<file path="src/design/lfbx_pkg.sv">
// ----------------------------------------------------------------------------
// Latest frame buffer exchange package
// Shared sizes, command and status codes, and the types that pass between
// the top level and the exchange core.
// ----------------------------------------------------------------------------
package lfbx_pkg;

    // Pool size and descriptor storage width.
    localparam int POOL       = 8;
    localparam int DESC_WIDTH = 32;

    // Derived widths for the free deque pointers and fill counts.
    localparam int PTR_W  = (POOL > 1) ? $clog2(POOL) : 1;
    localparam int CNT_W  = $clog2(POOL + 1);
    localparam int HELD_W = $clog2(POOL + 3);
    localparam int SUM_W  = PTR_W + 1;

    // Fixed widths of the port fields.
    localparam int FIELD_DESC_W = 32;
    localparam int CTR_W        = 32;

    typedef logic [DESC_WIDTH-1:0]   t_desc;
    typedef logic [FIELD_DESC_W-1:0] t_field_desc;
    typedef logic [CTR_W-1:0]        t_ctr;
    typedef logic [PTR_W-1:0]        t_ptr;

    typedef enum logic [1:0] {
        CMD_QUEUE   = 2'd0,
        CMD_DEQUEUE = 2'd1,
        CMD_LOCK    = 2'd2,
        CMD_UNLOCK  = 2'd3
    } t_cmd;

    typedef enum logic [2:0] {
        ST_OK         = 3'd0,
        ST_NO_FREE    = 3'd1,
        ST_AGAIN      = 3'd2,
        ST_LOCKED     = 3'd3,
        ST_NOT_LOCKED = 3'd4,
        ST_NO_ROOM    = 3'd5
    } t_status;

    // One command word as held in the input register.
    typedef struct packed {
        t_cmd        cmd;
        t_field_desc buf_desc;
        logic        repeat_req;
    } t_item;

    // One result word as presented on the output side.
    typedef struct packed {
        t_status     status;
        t_field_desc desc_out;
        logic        dropped;
        t_ctr        frames_queued;
        t_ctr        frames_dropped;
        t_ctr        frames_locked;
        t_ctr        lock_retries;
    } t_result;

    // Reduce a pointer sum that stays below twice the pool size.
    function automatic t_ptr ptr_wrap(logic [SUM_W-1:0] s);
        logic [SUM_W-1:0] r;
        r = (s >= SUM_W'(POOL)) ? (s - SUM_W'(POOL)) : s;
        return r[PTR_W-1:0];
    endfunction

endpackage

</file>
<file path="src/design/lfbx_core.sv">
// ----------------------------------------------------------------------------
// Latest frame buffer exchange core
// Holds the ready and busy slots, the free deque and the event counters, and
// executes one command per enabled cycle. Results are registered.
// ----------------------------------------------------------------------------
module lfbx_core (
    input  logic             i_clk,
    input  logic             i_rst_n,
    input  logic             i_en,
    input  lfbx_pkg::t_item  i_item,
    output lfbx_pkg::t_result o_res
);

    // Slot and deque control state.
    logic                          r_ready_valid, n_ready_valid;
    lfbx_pkg::t_desc               r_ready_desc, n_ready_desc;
    logic                          r_busy_valid, n_busy_valid;
    lfbx_pkg::t_desc               r_busy_desc, n_busy_desc;
    logic                          r_retired_valid, n_retired_valid;
    lfbx_pkg::t_ptr                r_head, n_head;
    logic [lfbx_pkg::CNT_W-1:0]    r_count, n_count;

    // Event counters.
    lfbx_pkg::t_ctr r_frames_queued, n_frames_queued;
    lfbx_pkg::t_ctr r_frames_dropped, n_frames_dropped;
    lfbx_pkg::t_ctr r_frames_locked, n_frames_locked;
    lfbx_pkg::t_ctr r_lock_retries, n_lock_retries;

    // Free deque storage and its registered read data.
    lfbx_pkg::t_desc r_deque [lfbx_pkg::POOL];
    lfbx_pkg::t_desc r_rd_q;

    // Result payload registers.
    lfbx_pkg::t_status r_status, n_status;
    lfbx_pkg::t_desc   r_desc_q, n_desc_q;
    logic              r_from_mem, n_from_mem;
    logic              r_dropped, n_dropped;

    // Deque port controls.
    logic                         wr_en;
    lfbx_pkg::t_ptr               wr_addr;
    lfbx_pkg::t_desc              wr_data;
    logic                         rd_en;
    lfbx_pkg::t_ptr               rd_addr;

    // Pointer arithmetic.
    logic [lfbx_pkg::HELD_W-1:0]  held;
    logic [lfbx_pkg::SUM_W-1:0]   ptr_sum;
    lfbx_pkg::t_ptr               head_dec;
    lfbx_pkg::t_ptr               head_inc;
    lfbx_pkg::t_ptr               tail_idx;
    lfbx_pkg::t_ptr               append_idx;
    lfbx_pkg::t_desc              in_desc;

    assign in_desc = lfbx_pkg::t_desc'(i_item.buf_desc);

    // Occupancy and deque pointer neighbors.
    always_comb begin
        held = lfbx_pkg::HELD_W'(r_count) + lfbx_pkg::HELD_W'(r_ready_valid)
             + lfbx_pkg::HELD_W'(r_busy_valid);
        ptr_sum = lfbx_pkg::SUM_W'(r_head) + lfbx_pkg::SUM_W'(r_count);
        head_dec = (r_head == '0) ? lfbx_pkg::PTR_W'(lfbx_pkg::POOL - 1)
                                  : r_head - lfbx_pkg::PTR_W'(1);
        head_inc = (r_head == lfbx_pkg::PTR_W'(lfbx_pkg::POOL - 1)) ? '0
                                  : r_head + lfbx_pkg::PTR_W'(1);
        tail_idx   = lfbx_pkg::ptr_wrap(ptr_sum - lfbx_pkg::SUM_W'(1));
        append_idx = lfbx_pkg::ptr_wrap(ptr_sum);
    end

    // Command execution.
    always_comb begin
        n_ready_valid    = r_ready_valid;
        n_ready_desc     = r_ready_desc;
        n_busy_valid     = r_busy_valid;
        n_busy_desc      = r_busy_desc;
        n_retired_valid  = r_retired_valid;
        n_head           = r_head;
        n_count          = r_count;
        n_frames_queued  = r_frames_queued;
        n_frames_dropped = r_frames_dropped;
        n_frames_locked  = r_frames_locked;
        n_lock_retries   = r_lock_retries;
        n_status         = lfbx_pkg::ST_OK;
        n_desc_q         = '0;
        n_from_mem       = 1'b0;
        n_dropped        = 1'b0;
        wr_en            = 1'b0;
        wr_addr          = head_dec;
        wr_data          = r_ready_desc;
        rd_en            = 1'b0;
        rd_addr          = r_head;

        case (i_item.cmd)
            lfbx_pkg::CMD_QUEUE: begin
                if (held >= lfbx_pkg::HELD_W'(lfbx_pkg::POOL)) begin
                    n_status = lfbx_pkg::ST_NO_ROOM;
                end else begin
                    // A waiting ready frame goes to the front of the deque.
                    if (r_ready_valid) begin
                        wr_en            = 1'b1;
                        n_head           = head_dec;
                        n_count          = r_count + lfbx_pkg::CNT_W'(1);
                        n_frames_dropped = r_frames_dropped + lfbx_pkg::CTR_W'(1);
                        n_dropped        = 1'b1;
                    end
                    n_ready_desc    = in_desc;
                    n_ready_valid   = 1'b1;
                    n_frames_queued = r_frames_queued + lfbx_pkg::CTR_W'(1);
                end
            end
            lfbx_pkg::CMD_DEQUEUE: begin
                if (r_count == '0) begin
                    n_status = lfbx_pkg::ST_NO_FREE;
                end else begin
                    rd_en      = 1'b1;
                    n_from_mem = 1'b1;
                    n_head     = head_inc;
                    n_count    = r_count - lfbx_pkg::CNT_W'(1);
                    // Popping the last entry takes the retired buffer too.
                    if (r_count == lfbx_pkg::CNT_W'(1)) begin
                        n_retired_valid = 1'b0;
                    end
                end
            end
            lfbx_pkg::CMD_LOCK: begin
                if (r_busy_valid) begin
                    n_status = lfbx_pkg::ST_LOCKED;
                end else if (r_ready_valid) begin
                    n_busy_desc     = r_ready_desc;
                    n_busy_valid    = 1'b1;
                    n_ready_valid   = 1'b0;
                    n_desc_q        = r_ready_desc;
                    n_frames_locked = r_frames_locked + lfbx_pkg::CTR_W'(1);
                end else if (i_item.repeat_req && r_retired_valid && (r_count != '0)) begin
                    // Reuse the retired buffer at the tail of the deque.
                    rd_en           = 1'b1;
                    rd_addr         = tail_idx;
                    n_from_mem      = 1'b1;
                    n_busy_valid    = 1'b1;
                    n_count         = r_count - lfbx_pkg::CNT_W'(1);
                    n_retired_valid = 1'b0;
                    n_frames_locked = r_frames_locked + lfbx_pkg::CTR_W'(1);
                end else begin
                    n_status       = lfbx_pkg::ST_AGAIN;
                    n_lock_retries = r_lock_retries + lfbx_pkg::CTR_W'(1);
                end
            end
            lfbx_pkg::CMD_UNLOCK: begin
                if (!r_busy_valid) begin
                    n_status = lfbx_pkg::ST_NOT_LOCKED;
                end else if (r_count < lfbx_pkg::CNT_W'(lfbx_pkg::POOL)) begin
                    wr_en           = 1'b1;
                    wr_addr         = append_idx;
                    wr_data         = r_busy_desc;
                    n_count         = r_count + lfbx_pkg::CNT_W'(1);
                    n_busy_valid    = 1'b0;
                    n_retired_valid = 1'b1;
                end
            end
            default: begin
                n_status = lfbx_pkg::ST_OK;
            end
        endcase
    end

    // Control state and counters.
    always_ff @(posedge i_clk) begin
        if (!i_rst_n) begin
            r_ready_valid    <= 1'b0;
            r_ready_desc     <= '0;
            r_busy_valid     <= 1'b0;
            r_busy_desc      <= '0;
            r_retired_valid  <= 1'b0;
            r_head           <= '0;
            r_count          <= '0;
            r_frames_queued  <= '0;
            r_frames_dropped <= '0;
            r_frames_locked  <= '0;
            r_lock_retries   <= '0;
        end else if (i_en) begin
            r_ready_valid    <= n_ready_valid;
            r_ready_desc     <= n_ready_desc;
            r_busy_valid     <= n_busy_valid;
            r_busy_desc      <= n_busy_desc;
            r_retired_valid  <= n_retired_valid;
            r_head           <= n_head;
            r_count          <= n_count;
            r_frames_queued  <= n_frames_queued;
            r_frames_dropped <= n_frames_dropped;
            r_frames_locked  <= n_frames_locked;
            r_lock_retries   <= n_lock_retries;
        end
    end

    // Result payload registers.
    always_ff @(posedge i_clk) begin
        if (i_en) begin
            r_status   <= n_status;
            r_desc_q   <= n_desc_q;
            r_from_mem <= n_from_mem;
            r_dropped  <= n_dropped;
        end
    end

    // Free deque write port.
    always_ff @(posedge i_clk) begin
        if (i_en && wr_en) begin
            r_deque[wr_addr] <= wr_data;
        end
    end

    // Free deque read port. A command never reads and writes the deque at once.
    always_ff @(posedge i_clk) begin
        if (i_en && rd_en) begin
            r_rd_q <= r_deque[rd_addr];
        end
    end

    // Result word.
    always_comb begin
        o_res.status         = r_status;
        o_res.desc_out       = lfbx_pkg::FIELD_DESC_W'(r_from_mem ? r_rd_q : r_desc_q);
        o_res.dropped        = r_dropped;
        o_res.frames_queued  = r_frames_queued;
        o_res.frames_dropped = r_frames_dropped;
        o_res.frames_locked  = r_frames_locked;
        o_res.lock_retries   = r_lock_retries;
    end

endmodule

</file>
<file path="src/design/latest_frame_buffer_exchange_top.sv">
// ----------------------------------------------------------------------------
// Latest frame buffer exchange, top level
// Passes frame buffer descriptors from a producer to a consumer, keeping only
// the newest queued frame, with a free deque and event counters.
// ----------------------------------------------------------------------------
//  Channel   Direction  Handshake                Word
//  command   in         i_in_valid / o_in_stall  i_cmd, i_buf_desc, i_repeat_req
//  result    out        o_out_valid / i_out_stall o_status, o_desc_out, o_dropped,
//                                                o_frames_* and o_lock_retries
//
// One command is accepted in every cycle while the output is not stalled; each
// gives exactly one result word. A word first waits in the input register; the
// core executes it from there when the result register is free, which loads the
// result registers and the registered deque read data together.
// Reset is synchronous and active low; it empties all slots, the deque and
// the counters.
// A stall on the output holds the result and backs up into the input stall.
// ----------------------------------------------------------------------------
module latest_frame_buffer_exchange_top (
    input  logic        i_clk,
    input  logic        i_rst_n,
    input  logic        i_in_valid,
    output logic        o_in_stall,
    input  logic [1:0]  i_cmd,
    input  logic [31:0] i_buf_desc,
    input  logic        i_repeat_req,
    output logic        o_out_valid,
    input  logic        i_out_stall,
    output logic [2:0]  o_status,
    output logic [31:0] o_desc_out,
    output logic        o_dropped,
    output logic [31:0] o_frames_queued,
    output logic [31:0] o_frames_dropped,
    output logic [31:0] o_frames_locked,
    output logic [31:0] o_lock_retries
);

    logic              r_in_valid;
    lfbx_pkg::t_item   r_item;
    logic              r_out_valid;
    logic              advance;
    logic              in_take;
    lfbx_pkg::t_result res;

    // The core executes a command when the result register is free to load.
    assign advance    = r_in_valid && (!r_out_valid || !i_out_stall);
    assign o_in_stall = r_in_valid && !advance;
    assign in_take    = i_in_valid && !o_in_stall;

    // Input register.
    always_ff @(posedge i_clk) begin
        if (!i_rst_n) begin
            r_in_valid <= 1'b0;
        end else if (in_take) begin
            r_in_valid <= 1'b1;
        end else if (advance) begin
            r_in_valid <= 1'b0;
        end
    end

    always_ff @(posedge i_clk) begin
        if (in_take) begin
            r_item.cmd        <= lfbx_pkg::t_cmd'(i_cmd);
            r_item.buf_desc   <= i_buf_desc;
            r_item.repeat_req <= i_repeat_req;
        end
    end

    // Result valid tracks the core's result register.
    always_ff @(posedge i_clk) begin
        if (!i_rst_n) begin
            r_out_valid <= 1'b0;
        end else if (advance) begin
            r_out_valid <= 1'b1;
        end else if (!i_out_stall) begin
            r_out_valid <= 1'b0;
        end
    end

    lfbx_core u_core (
        .i_clk   (i_clk),
        .i_rst_n (i_rst_n),
        .i_en    (advance),
        .i_item  (r_item),
        .o_res   (res)
    );

    // Output ports.
    assign o_out_valid      = r_out_valid;
    assign o_status         = res.status;
    assign o_desc_out       = res.desc_out;
    assign o_dropped        = res.dropped;
    assign o_frames_queued  = res.frames_queued;
    assign o_frames_dropped = res.frames_dropped;
    assign o_frames_locked  = res.frames_locked;
    assign o_lock_retries   = res.lock_retries;

`ifndef ASSERT_OFF
    // A displaced frame is only reported by a successful queue.
    a_drop_ok: assert property (@(posedge i_clk) disable iff (!i_rst_n)
        (o_out_valid && o_dropped) |-> (o_status == lfbx_pkg::ST_OK))
        else $error("dropped flag set on a failed command");

    // A nonzero descriptor is only returned by a successful command.
    a_desc_ok: assert property (@(posedge i_clk) disable iff (!i_rst_n)
        (o_out_valid && (o_desc_out != '0)) |-> (o_status == lfbx_pkg::ST_OK))
        else $error("descriptor returned with a failing status");

    // A command held back by the output stall stays in the input register.
    a_in_hold: assert property (@(posedge i_clk) disable iff (!i_rst_n)
        o_in_stall |=> (r_in_valid && $stable(r_item)))
        else $error("stalled command lost from the input register");

    // The counters move only when a new result is loaded.
    a_ctr_hold: assert property (@(posedge i_clk) disable iff (!i_rst_n)
        !advance |=> ($stable(o_frames_queued) && $stable(o_lock_retries)))
        else $error("event counter changed without a command");
`endif

endmodule

</file>
<file path="config.mk">
export PLATFORM = sky130hd
export DESIGN_NAME = latest_frame_buffer_exchange_top
export DESIGN_NICKNAME = d
export VERILOG_FILES = /design/src/design/lfbx_pkg.sv /design/src/design/lfbx_core.sv /design/src/design/latest_frame_buffer_exchange_top.sv
export SDC_FILE = /design/constraint.sdc
export NUM_CORES = 1
export LEC_CHECK = 0
export BUFFER_PORTS_ARGS = -buffer_cell sky130_fd_sc_hd__buf_2
export CORE_MARGIN = 2
export CORE_UTILIZATION = 33
export DETAILED_ROUTE_END_ITERATION = 10
export GPL_ROUTABILITY_DRIVEN = 0
export PLACE_DENSITY = 0.55
export SKIP_CTS_REPAIR_TIMING = 1
export SLEW_MARGIN = 20
export SYNTH_ARGS = -nofsm -noshare
export SYNTH_HDL_FRONTEND = slang
export SYNTH_SLANG_ARGS = --single-unit
</file>
<file path="constraint.sdc">
create_clock -name i_clk -period 14.7 [get_ports i_clk]
set_input_delay 2.94 -clock i_clk [delete_from_list [all_inputs] [get_ports i_clk]]
set_output_delay 2.94 -clock i_clk [all_outputs]
set_load 0.02 [all_outputs]
</file>
# Word level (Yosys, flattened, before mapping)
# Memories as Yosys holds them, arrays and structs flattened. A register that Yosys moved wholly into a read port is not among the register bits.
# Index checks and enable logic that the tools add are counted.
dict set report totals {
  elab_cells 161
  out_inout_bits 166
  mem_bits_rw 256
  reg_bits 276
  in_bits 39
  memories 1
}
dict set report op_classes {
  add_sub_neg 14
  magnitude_cmp 4
  mux 69
  eq_ne 15
  n_bitwise 5
  reduce_logical 33
}
# memory depth word_bits rd rd_ports_with_merged_regs wr line_no
set mem_list {}
lappend mem_list {u_core.r_deque 8 32 1 1 1 lfbx_core.sv:30} ;# lfbx_pkg::t_desc r_deque [lfbx_pkg::POOL];
# operator count
set ops {}
lappend ops {{2-to-1 mux 32 bit} 6}
lappend ops {{adder 32 x 1 -> 32 bit (second input constant)} 4}
lappend ops {{2-to-1 mux 3 bit} 18}
lappend ops {{2-to-1 mux 4 bit} 8}
lappend ops {{2-to-1 mux 1 bit} 28}
lappend ops {{AND reduction 9 bit} 2}
lappend ops {{one-hot mux 4 bit (4 select lines)} 1}
lappend ops {{AND reduction 4 bit} 4}
lappend ops {{greater-or-equal comparator 4 bit (second input constant)} 3}
lappend ops {{!= test 2 x 1 -> 1 bit (second input constant)} 6}
lappend ops {{one-hot mux 3 bit (4 select lines)} 1}
lappend ops {{AND reduction 5 bit} 2}
lappend ops {{nonzero test 2 bit} 5}
lappend ops {{subtractor 3 x 1 -> 3 bit (second input constant)} 3}
lappend ops {{adder 4 x 1 -> 4 bit} 2}
lappend ops {{!= test 2 bit (second input constant)} 4}
lappend ops {{one-hot mux 1 bit (2 select lines)} 4}
lappend ops {{subtractor 4 x 1 -> 4 bit (second input constant)} 2}
lappend ops {{logical AND 1 bit} 7}
lappend ops {{one-hot mux 3 bit (2 select lines)} 1}
lappend ops {{NOT 1 bit} 5}
lappend ops {{adder 3 x 4 -> 4 bit} 1}
lappend ops {{adder 4 x 1 -> 4 bit (second input constant)} 1}
lappend ops {{equality test 2 bit (second input constant)} 2}
lappend ops {{17 further kinds} 20}

# Longest topological paths before layout
# Gate-level depths: netlist (run 1).
dict set report depth {
  word_depth 8
  mapped_depth 12
  depth_no_buf 9
}

# Cells and area by module
# A second synthesis (run 1) with hierarchy kept.
dict set report unflattened {
  cells_unflattened 2220
  area_unflattened_um2 24853.8
}
# module cells_each area_each_um2 seq_area_each_um2 n_inst
set by_module_without_submodules {}
lappend by_module_without_submodules {lfbx_core 2177 23719.0 13803.2 1}
lappend by_module_without_submodules {latest_frame_buffer_exchange_top 43 1134.8 1091.0 1}

# Worst setup path before layout (run 1)
# OpenSTA, ideal clock, no wires.
dict set report synth_timing {
  path_kind {input -> register}
  from {input i_out_stall}
  to {memory u_core.r_deque[4][0] in the netlist's numbering, enable pin}
  path_slack_ns 8.200
  stages 4
  setup_time_ns 0.461
  n_path_buf 1
  required_ns 14.239
  t_arrival_ns 6.039
  cell_sequence {a21bo_2 > clkbuf_1 > a2111o_1 > nor3_1}
}
dict set report synth_via {
  elab_chain_cells 6
}
# item line_no
set synth_rtl {}
lappend synth_rtl {{start: declaration} latest_frame_buffer_exchange_top.sv:28} ;# input logic i_out_stall,
lappend synth_rtl {{logical NOT 1 bit} --}
lappend synth_rtl {{logical OR 1 bit} latest_frame_buffer_exchange_top.sv:46} ;# assign advance = r_in_valid && (!r_out_valid || !i_out_stall);
lappend synth_rtl {{logical AND 1 bit} latest_frame_buffer_exchange_top.sv:46}
lappend synth_rtl {{logical AND 1 bit} lfbx_core.sv:207} ;# if (i_en && wr_en) begin
lappend synth_rtl {{2-to-1 mux 1 bit} lfbx_core.sv:207}
lappend synth_rtl {{2-to-1 mux 1 bit (implied by the code)} lfbx_core.sv:208} ;# r_deque[wr_addr] <= wr_data;
lappend synth_rtl {{end: declaration} lfbx_core.sv:30}
# No other way between the ends.

# Worst setup path after layout (run 1)
dict set report layout_timing {
  from {input i_out_stall}
  to {output o_in_stall}
}
dict set report layout_via {
  elab_chain_cells 5
}
# item line_no
set layout_rtl {}
lappend layout_rtl {{logical NOT 1 bit} --}
lappend layout_rtl {{logical OR 1 bit} latest_frame_buffer_exchange_top.sv:46}
lappend layout_rtl {{logical AND 1 bit} latest_frame_buffer_exchange_top.sv:46}
lappend layout_rtl {{logical NOT 1 bit} latest_frame_buffer_exchange_top.sv:47} ;# assign o_in_stall = r_in_valid && !advance;
lappend layout_rtl {{logical AND 1 bit} latest_frame_buffer_exchange_top.sv:47}
lappend layout_rtl {{end: declaration} latest_frame_buffer_exchange_top.sv:23} ;# output logic o_in_stall,
# No other way between the ends.

==> results.cfg, run 1 <==
[synth]
syn_area_per_cell_um2 = 11.6
synth_top_area_share = 0.438
synth_area_mm2 = 0.0247
synth-seq-cells = 564
syn_nets = 2182
syn_inst = 2124
synth_edf_count = 360
yosysSeqAreaShare = 0.603
synth.top_cells.by_count = 360 x edfxtp_1, 245 x nand2_1, 204 x dfxtp_1, 168 x mux2i_1, 145 x a21oi_1
yosysWarnings = 0
synth_flop_cell = edfxtp_1
yosysTopAreaCell = edfxtp_1
synth_cell_types = 62
synth_area_leaders = edfxtp_1 44%, dfxtp_1 17%, mux2i_1 6.8%, nand2_1 3.7%, mux2_2 3.0%
synth-async-reset-ratio = 0
synth_most_common_cell = edfxtp_1

[routing]
firstDrtPassIters = 7
first_iter_violations = 1129
vias = 17600
wl_per_cell_um = 20.3
viasPerCell = 5.34
drc_errors = 0
ant_nets = 0
routed_wl_um = 67000

[worst_setup_path]
critPathBufInv = 2
crit_path_cell_trace = buf_2, and3_1, buf_2
cp_max_fo = 3
crit_family = buffers and inverters
start_kind = input pin
critPathRequiredTime_ps = 11760
worstSetupPathType = input pin to output port
slowest_delay_ps = 240
crit_top_cell = buf_2
cp-end-kind = output port
cp.arrival_ps = 3480
slowest_stage = and3_1

[placed_design]
dp_hpwl_um = 39700
place_inst = 3182
io_buffers = 204
dpl_cell_area_mm2 = 0.0267

[run]
drv_cap = 0

[global_routing]
grt_pass1_vias = 17400
overflow = 0
grt_pass1_wl_um = 103000
grt_max_degree = 111
gr-usage-all-layers = 0.169
antenna_found_initial = 5

[layout]
syn2layout_area_growth_pct = 16.4
drive_gt1_frac = 0.188
fin_area_mm2 = 0.0288
nets = 2333
fin_cells = 3295
final_core_util = 0.387

[floorplan]
dieArea_mm2 = 0.0771
die_y_um = 278
ios = 205
die_x_um = 278
rows = 100
core_area_mm2 = 0.0743
start_util = 0.332

[timing]
hold_ws_ps = 449
rsz0062_at_grt = false
min_period_over_period = 0.437
report.final.slew_viol_count = 0
relSlewSlack = 0.280
worst_slew_pin_slew_ps = 1080
fmax_mhz = 156
fin_tns_setup_ps = 0
finClkSkew_ps = 26.9
hold_violations = 0
period_needed_ps = 6420
setup_viol = 0

[worst_hold_path]
hold_path_class = flip-flop to flip-flop

[cts]
cts_tree = done
clk_latency_ps = 630
clock-root-buffer = clkbuf_16
numCtsBuffers = 57
cts.path.max_buffers = 3
cts_max_level = 2
clk_pin_slew_ps = 60
cts.sinks = 564

[outcome]
outcome = completed

[power_and_ir_drop]
cellPowerDensity_mw_per_mm2 = 118
p_leak_uw = 0.00994
peakVddDrop_mv = 0.0919
-- state kept, by name, indices dropped and copies added, names as in the netlist, 3 cells and up --
register,cells
u_core.r_deque,256
r_item,35
u_core.r_busy_desc,32
u_core.r_desc_q,32
u_core.r_frames_dropped,32
u_core.r_frames_locked,32
u_core.r_frames_queued,32
u_core.r_lock_retries,32
u_core.r_rd_q,32
u_core.r_ready_desc,32
u_core.r_count,4
u_core.r_head,3
u_core.r_status,3
-- tightest hold or removal path: stages (launching register included) --
cell     delay, ps
dfxtp_1        300
nand2_1         50
a21oi_1         50
-- per-layer routing --
layer / wire, µm / up-vias / GRT usage / part of all wire
met1: 29300 / 8750 / 0.218 / 0.44
met3: 4090 / 113 / 0.0347 / 0.061
met2: 32100 / 463 / 0.286 / 0.48
li1: - / 8256 / - / -
met5: 44 / - / 0 / 0.00066
met4: 1400 / 6 / 0.0467 / 0.021
-- final cells by class --
cell class	instances	area, µm²
Antenna cell	2	5.00
Clock buffer	68	1510
Clock inverter	40	495
Fill cell	7185	45600
Inverter	34	133
Multi-Input combinational cell	1379	9210
Sequential cell	564	14900
Tap cell	969	1210
Timing Repair Buffer	239	1290
-- cell usage in the layout (no fill, tap or decap), types with 35 or more instances in the layout --
cell	n
o21ai_0	35
a21oi_1	145
clkbuf_16	57
nand2_1	244
nand3_1	44
nor2_1	136
mux2i_1	168
and3_1	44
o31ai_1	37
nand4_1	54
buf_2	204
dfxtp_1	203
or4_1	39
edfxtp_1	360
mux2_2	66
-- power by group --
part	leakage (µW)	internal (µW)	switching, µW	total (µW)
Clock	0.000964	911	636	1550
Sequential	0.00546	1690	9.50	1700
Combinational	0.00351	49.9	102	152
Total	0.00994	2650	748	3400
-- logic make-up (layout without fill, tap and decap cells) --
family | Yosys count | in the layout | share of synthesized area
buffers and inverters | 181 | 381 | 0.0284
multiplexers | 234 | 234 | 0.0981
AND/OR/NAND/NOR | 689 | 689 | 0.138
AO/OA/AOI/OAI | 377 | 377 | 0.102
flip-flops | 564 | 564 | 0.603
other | 0 | 2 | 0
XOR/XNOR | 60 | 60 | 0.0213
adder cells (fa/ha/maj) | 19 | 19 | 0.0102
-- worst paths after layout --
kind	start	endpoint	slack (ps)	cells after the start
max	i_out_stall	o_in_stall	8280	3
min	u_core.r_busy_desc[21]	u_core.r_busy_desc[21]	450	2
max reg2reg	u_core.r_count[0]	u_core.r_rd_q[29]	10110	9
min reg2reg	u_core.r_busy_desc[21]	u_core.r_busy_desc[21]	450	2
-- through the flow --
stage | setup WS (ps) | total power (µW)
final | 8280 | 3400
after global routing | 8250 | 3500
after CTS | 8280 | 3430
after detailed placement | 8280 | 1890
after global placement | 8290 | 1880
after floorplan | 8200 | 1830
(Power assumes the default switching activity.)
==> run 2: changes to the inputs <==
--- a/config.mk
+++ b/config.mk
@@ -10,7 +10,7 @@
 export CORE_UTILIZATION = 33
 export DETAILED_ROUTE_END_ITERATION = 10
 export GPL_ROUTABILITY_DRIVEN = 0
-export PLACE_DENSITY = 0.55
+export PLACE_DENSITY = 0.57
 export SKIP_CTS_REPAIR_TIMING = 1
 export SLEW_MARGIN = 20
 export SYNTH_ARGS = -nofsm -noshare
==> constraint.sdc (replaced) <==
create_clock -name i_clk -period 5.4 [get_ports i_clk]
set_input_delay 1.08 -clock i_clk [delete_from_list [all_inputs] [get_ports i_clk]]
set_output_delay 1.08 -clock i_clk [all_outputs]
set_load 0.02 [all_outputs]
==> run 2 against run 1 <==
- non-clock buffer count is 6 higher
- utilization is 0.13 points lower
- sequential share of layout area is 0.18 points higher
- via count is 0.30% lower
- cell area is 0.35% lower
- clock-buffer cell count is 21 higher
- critical path depth is 6 higher
- critical path type is now flip-flop to flip-flop
- largest cell class unchanged
- largest power group unchanged
- highest routed layer unchanged
==> results.cfg, run 2 (same netlist as run 1, synthesis figures left out) <==
[timing]
hold_violations = 0
setup_viol = 0
finClkSkew_ps = 22.9
worst_slew_pin_slew_ps = 1130
rsz0062_at_grt = false
fmax_mhz = 247
period_needed_ps = 4050
fin_tns_setup_ps = 0
relSlewSlack = 0.248
report.final.slew_viol_count = 0
min_period_over_period = 0.750

[layout]
largest_reg_flops = 256
drive_gt1_frac = 0.183
final_common_cell = edfxtp_1
fin_area_mm2 = 0.0287
final_core_util = 0.386
reg.largest.list = u_core.r_deque: 256 flops, r_item: 35 flops
syn2layout_area_growth_pct = 16.0
final_cell_mix = 360 x edfxtp_1, 245 x nand2_1, 204 x buf_2
fin_cells = 3298
regMostFlops = u_core.r_deque
n_antenna_cell = 0
nets = 2339

[floorplan]
start_util = 0.332
ios = 205
die_x_um = 278
dieArea_mm2 = 0.0771
core_area_mm2 = 0.0743
rows = 100
die_y_um = 278

[run]
drv_cap = 0

[placed_design]
io_buffers = 204
place_inst = 3190
dp_hpwl_um = 40700
dpl_cell_area_mm2 = 0.0268

[routing]
drc_errors = 0
vias = 17500
wl_per_cell_um = 20.1
viasPerCell = 5.32
firstDrtPassIters = 7
routed_wl_um = 66200
first_iter_violations = 1021
ant_nets = 0

[worst_setup_path]
slowest_delay_ps = 860
slowest_stage = nor2_2
crit_top_cell = buf_4
cp_max_fo = 18
crit_path_cell_trace = inv_1, fa_1, nand3b_1, xor2_1, buf_4, nand3_1, a2111o_1, nor2_2, buf_4
cp-end-kind = flip-flop
start_kind = flip-flop
worstSetupPathType = flip-flop to flip-flop
critPathRequiredTime_ps = 5670
cp.arrival_ps = 4320

[cts]
numCtsBuffers = 57
clk_pin_slew_ps = 60
clock-root-buffer = clkbuf_16
cts.path.max_buffers = 3
cts_max_level = 2
clk_latency_ps = 620
cts.sinks = 564
cts_tree = done

[global_routing]
antenna_found_initial = 4
grt_max_degree = 125
overflow = 0
grt_pass1_vias = 17400
grt_pass1_wl_um = 102000
gr-usage-all-layers = 0.167

[outcome]
outcome = completed

[power_and_ir_drop]
cellPowerDensity_mw_per_mm2 = 313
design_power_total_uw = 8960
p_leak_uw = 0.00991
peakVddDrop_mv = 0.247

[worst_hold_path]
hold_path_class = flip-flop to flip-flop
## run 2: cell types whose count changed in the layout (fill, tap and decap cells not counted), sizes merged
cell,delta
inv,-1
bufinv,-6
clkbuf,+21
clkinv,-8
clkinvlp,-7
buf,+6
diode,-2
## run 2: stage by stage
step | setup slack [ps] | hold WS (ps)
after CTS | 1350 | 453
after global placement | 1440 | 439
after global routing | 1080 | 472
final | 1350 | 454
after detailed placement | 1410 | 444
after floorplan | 207 | 434
## run 2: power by group
group / leakage, µW / internal, µW / switching (µW) / total [µW]
Combinational: 0.00354 / 137 / 271 / 408
Sequential: 0.00546 / 4600 / 29.1 / 4630
Clock: 0.000907 / 2280 / 1640 / 3930
## run 2: layout make-up
| class | count | area, µm² |
|---|---|---|
| clock inverters | 18 | 215 |
| clock buffers | 89 | 1650 |
| well taps | 969 | 1210 |
| flip-flops and latches | 564 | 14900 |
| fillers | 7216 | 45700 |
| inverters | 34 | 133 |
| multi-input cells | 1379 | 9210 |
| repair buffers | 245 | 1350 |
## run 2: final timing paths
check | cells past startpoint | end | from | slack, ps
setup / recovery | 9 | u_core.r_deque[7][13] | u_core.r_busy_valid | 1350
setup reg to reg | 9 | u_core.r_deque[7][13] | u_core.r_busy_valid | 1350
hold reg to reg | 2 | u_core.r_busy_desc[28] | u_core.r_busy_desc[28] | 450
hold / removal | 2 | u_core.r_busy_desc[28] | u_core.r_busy_desc[28] | 450
## run 2: routing by layer
layer | wire, µm | track usage
met1 | 29300 | 0.216
met4 | 1600 | 0.0482
met5 | 26 | 0
met2 | 31200 | 0.277
met3 | 4050 | 0.0395
## run 2: critical path, delay by kind of cell (launching register included)
family,cells,cell delay [ps]
buf+inv,3,820
simple gates,3,1190
flops,1,540
xor+xnor,1,150
fa+ha+maj,1,400
compound gates,1,570
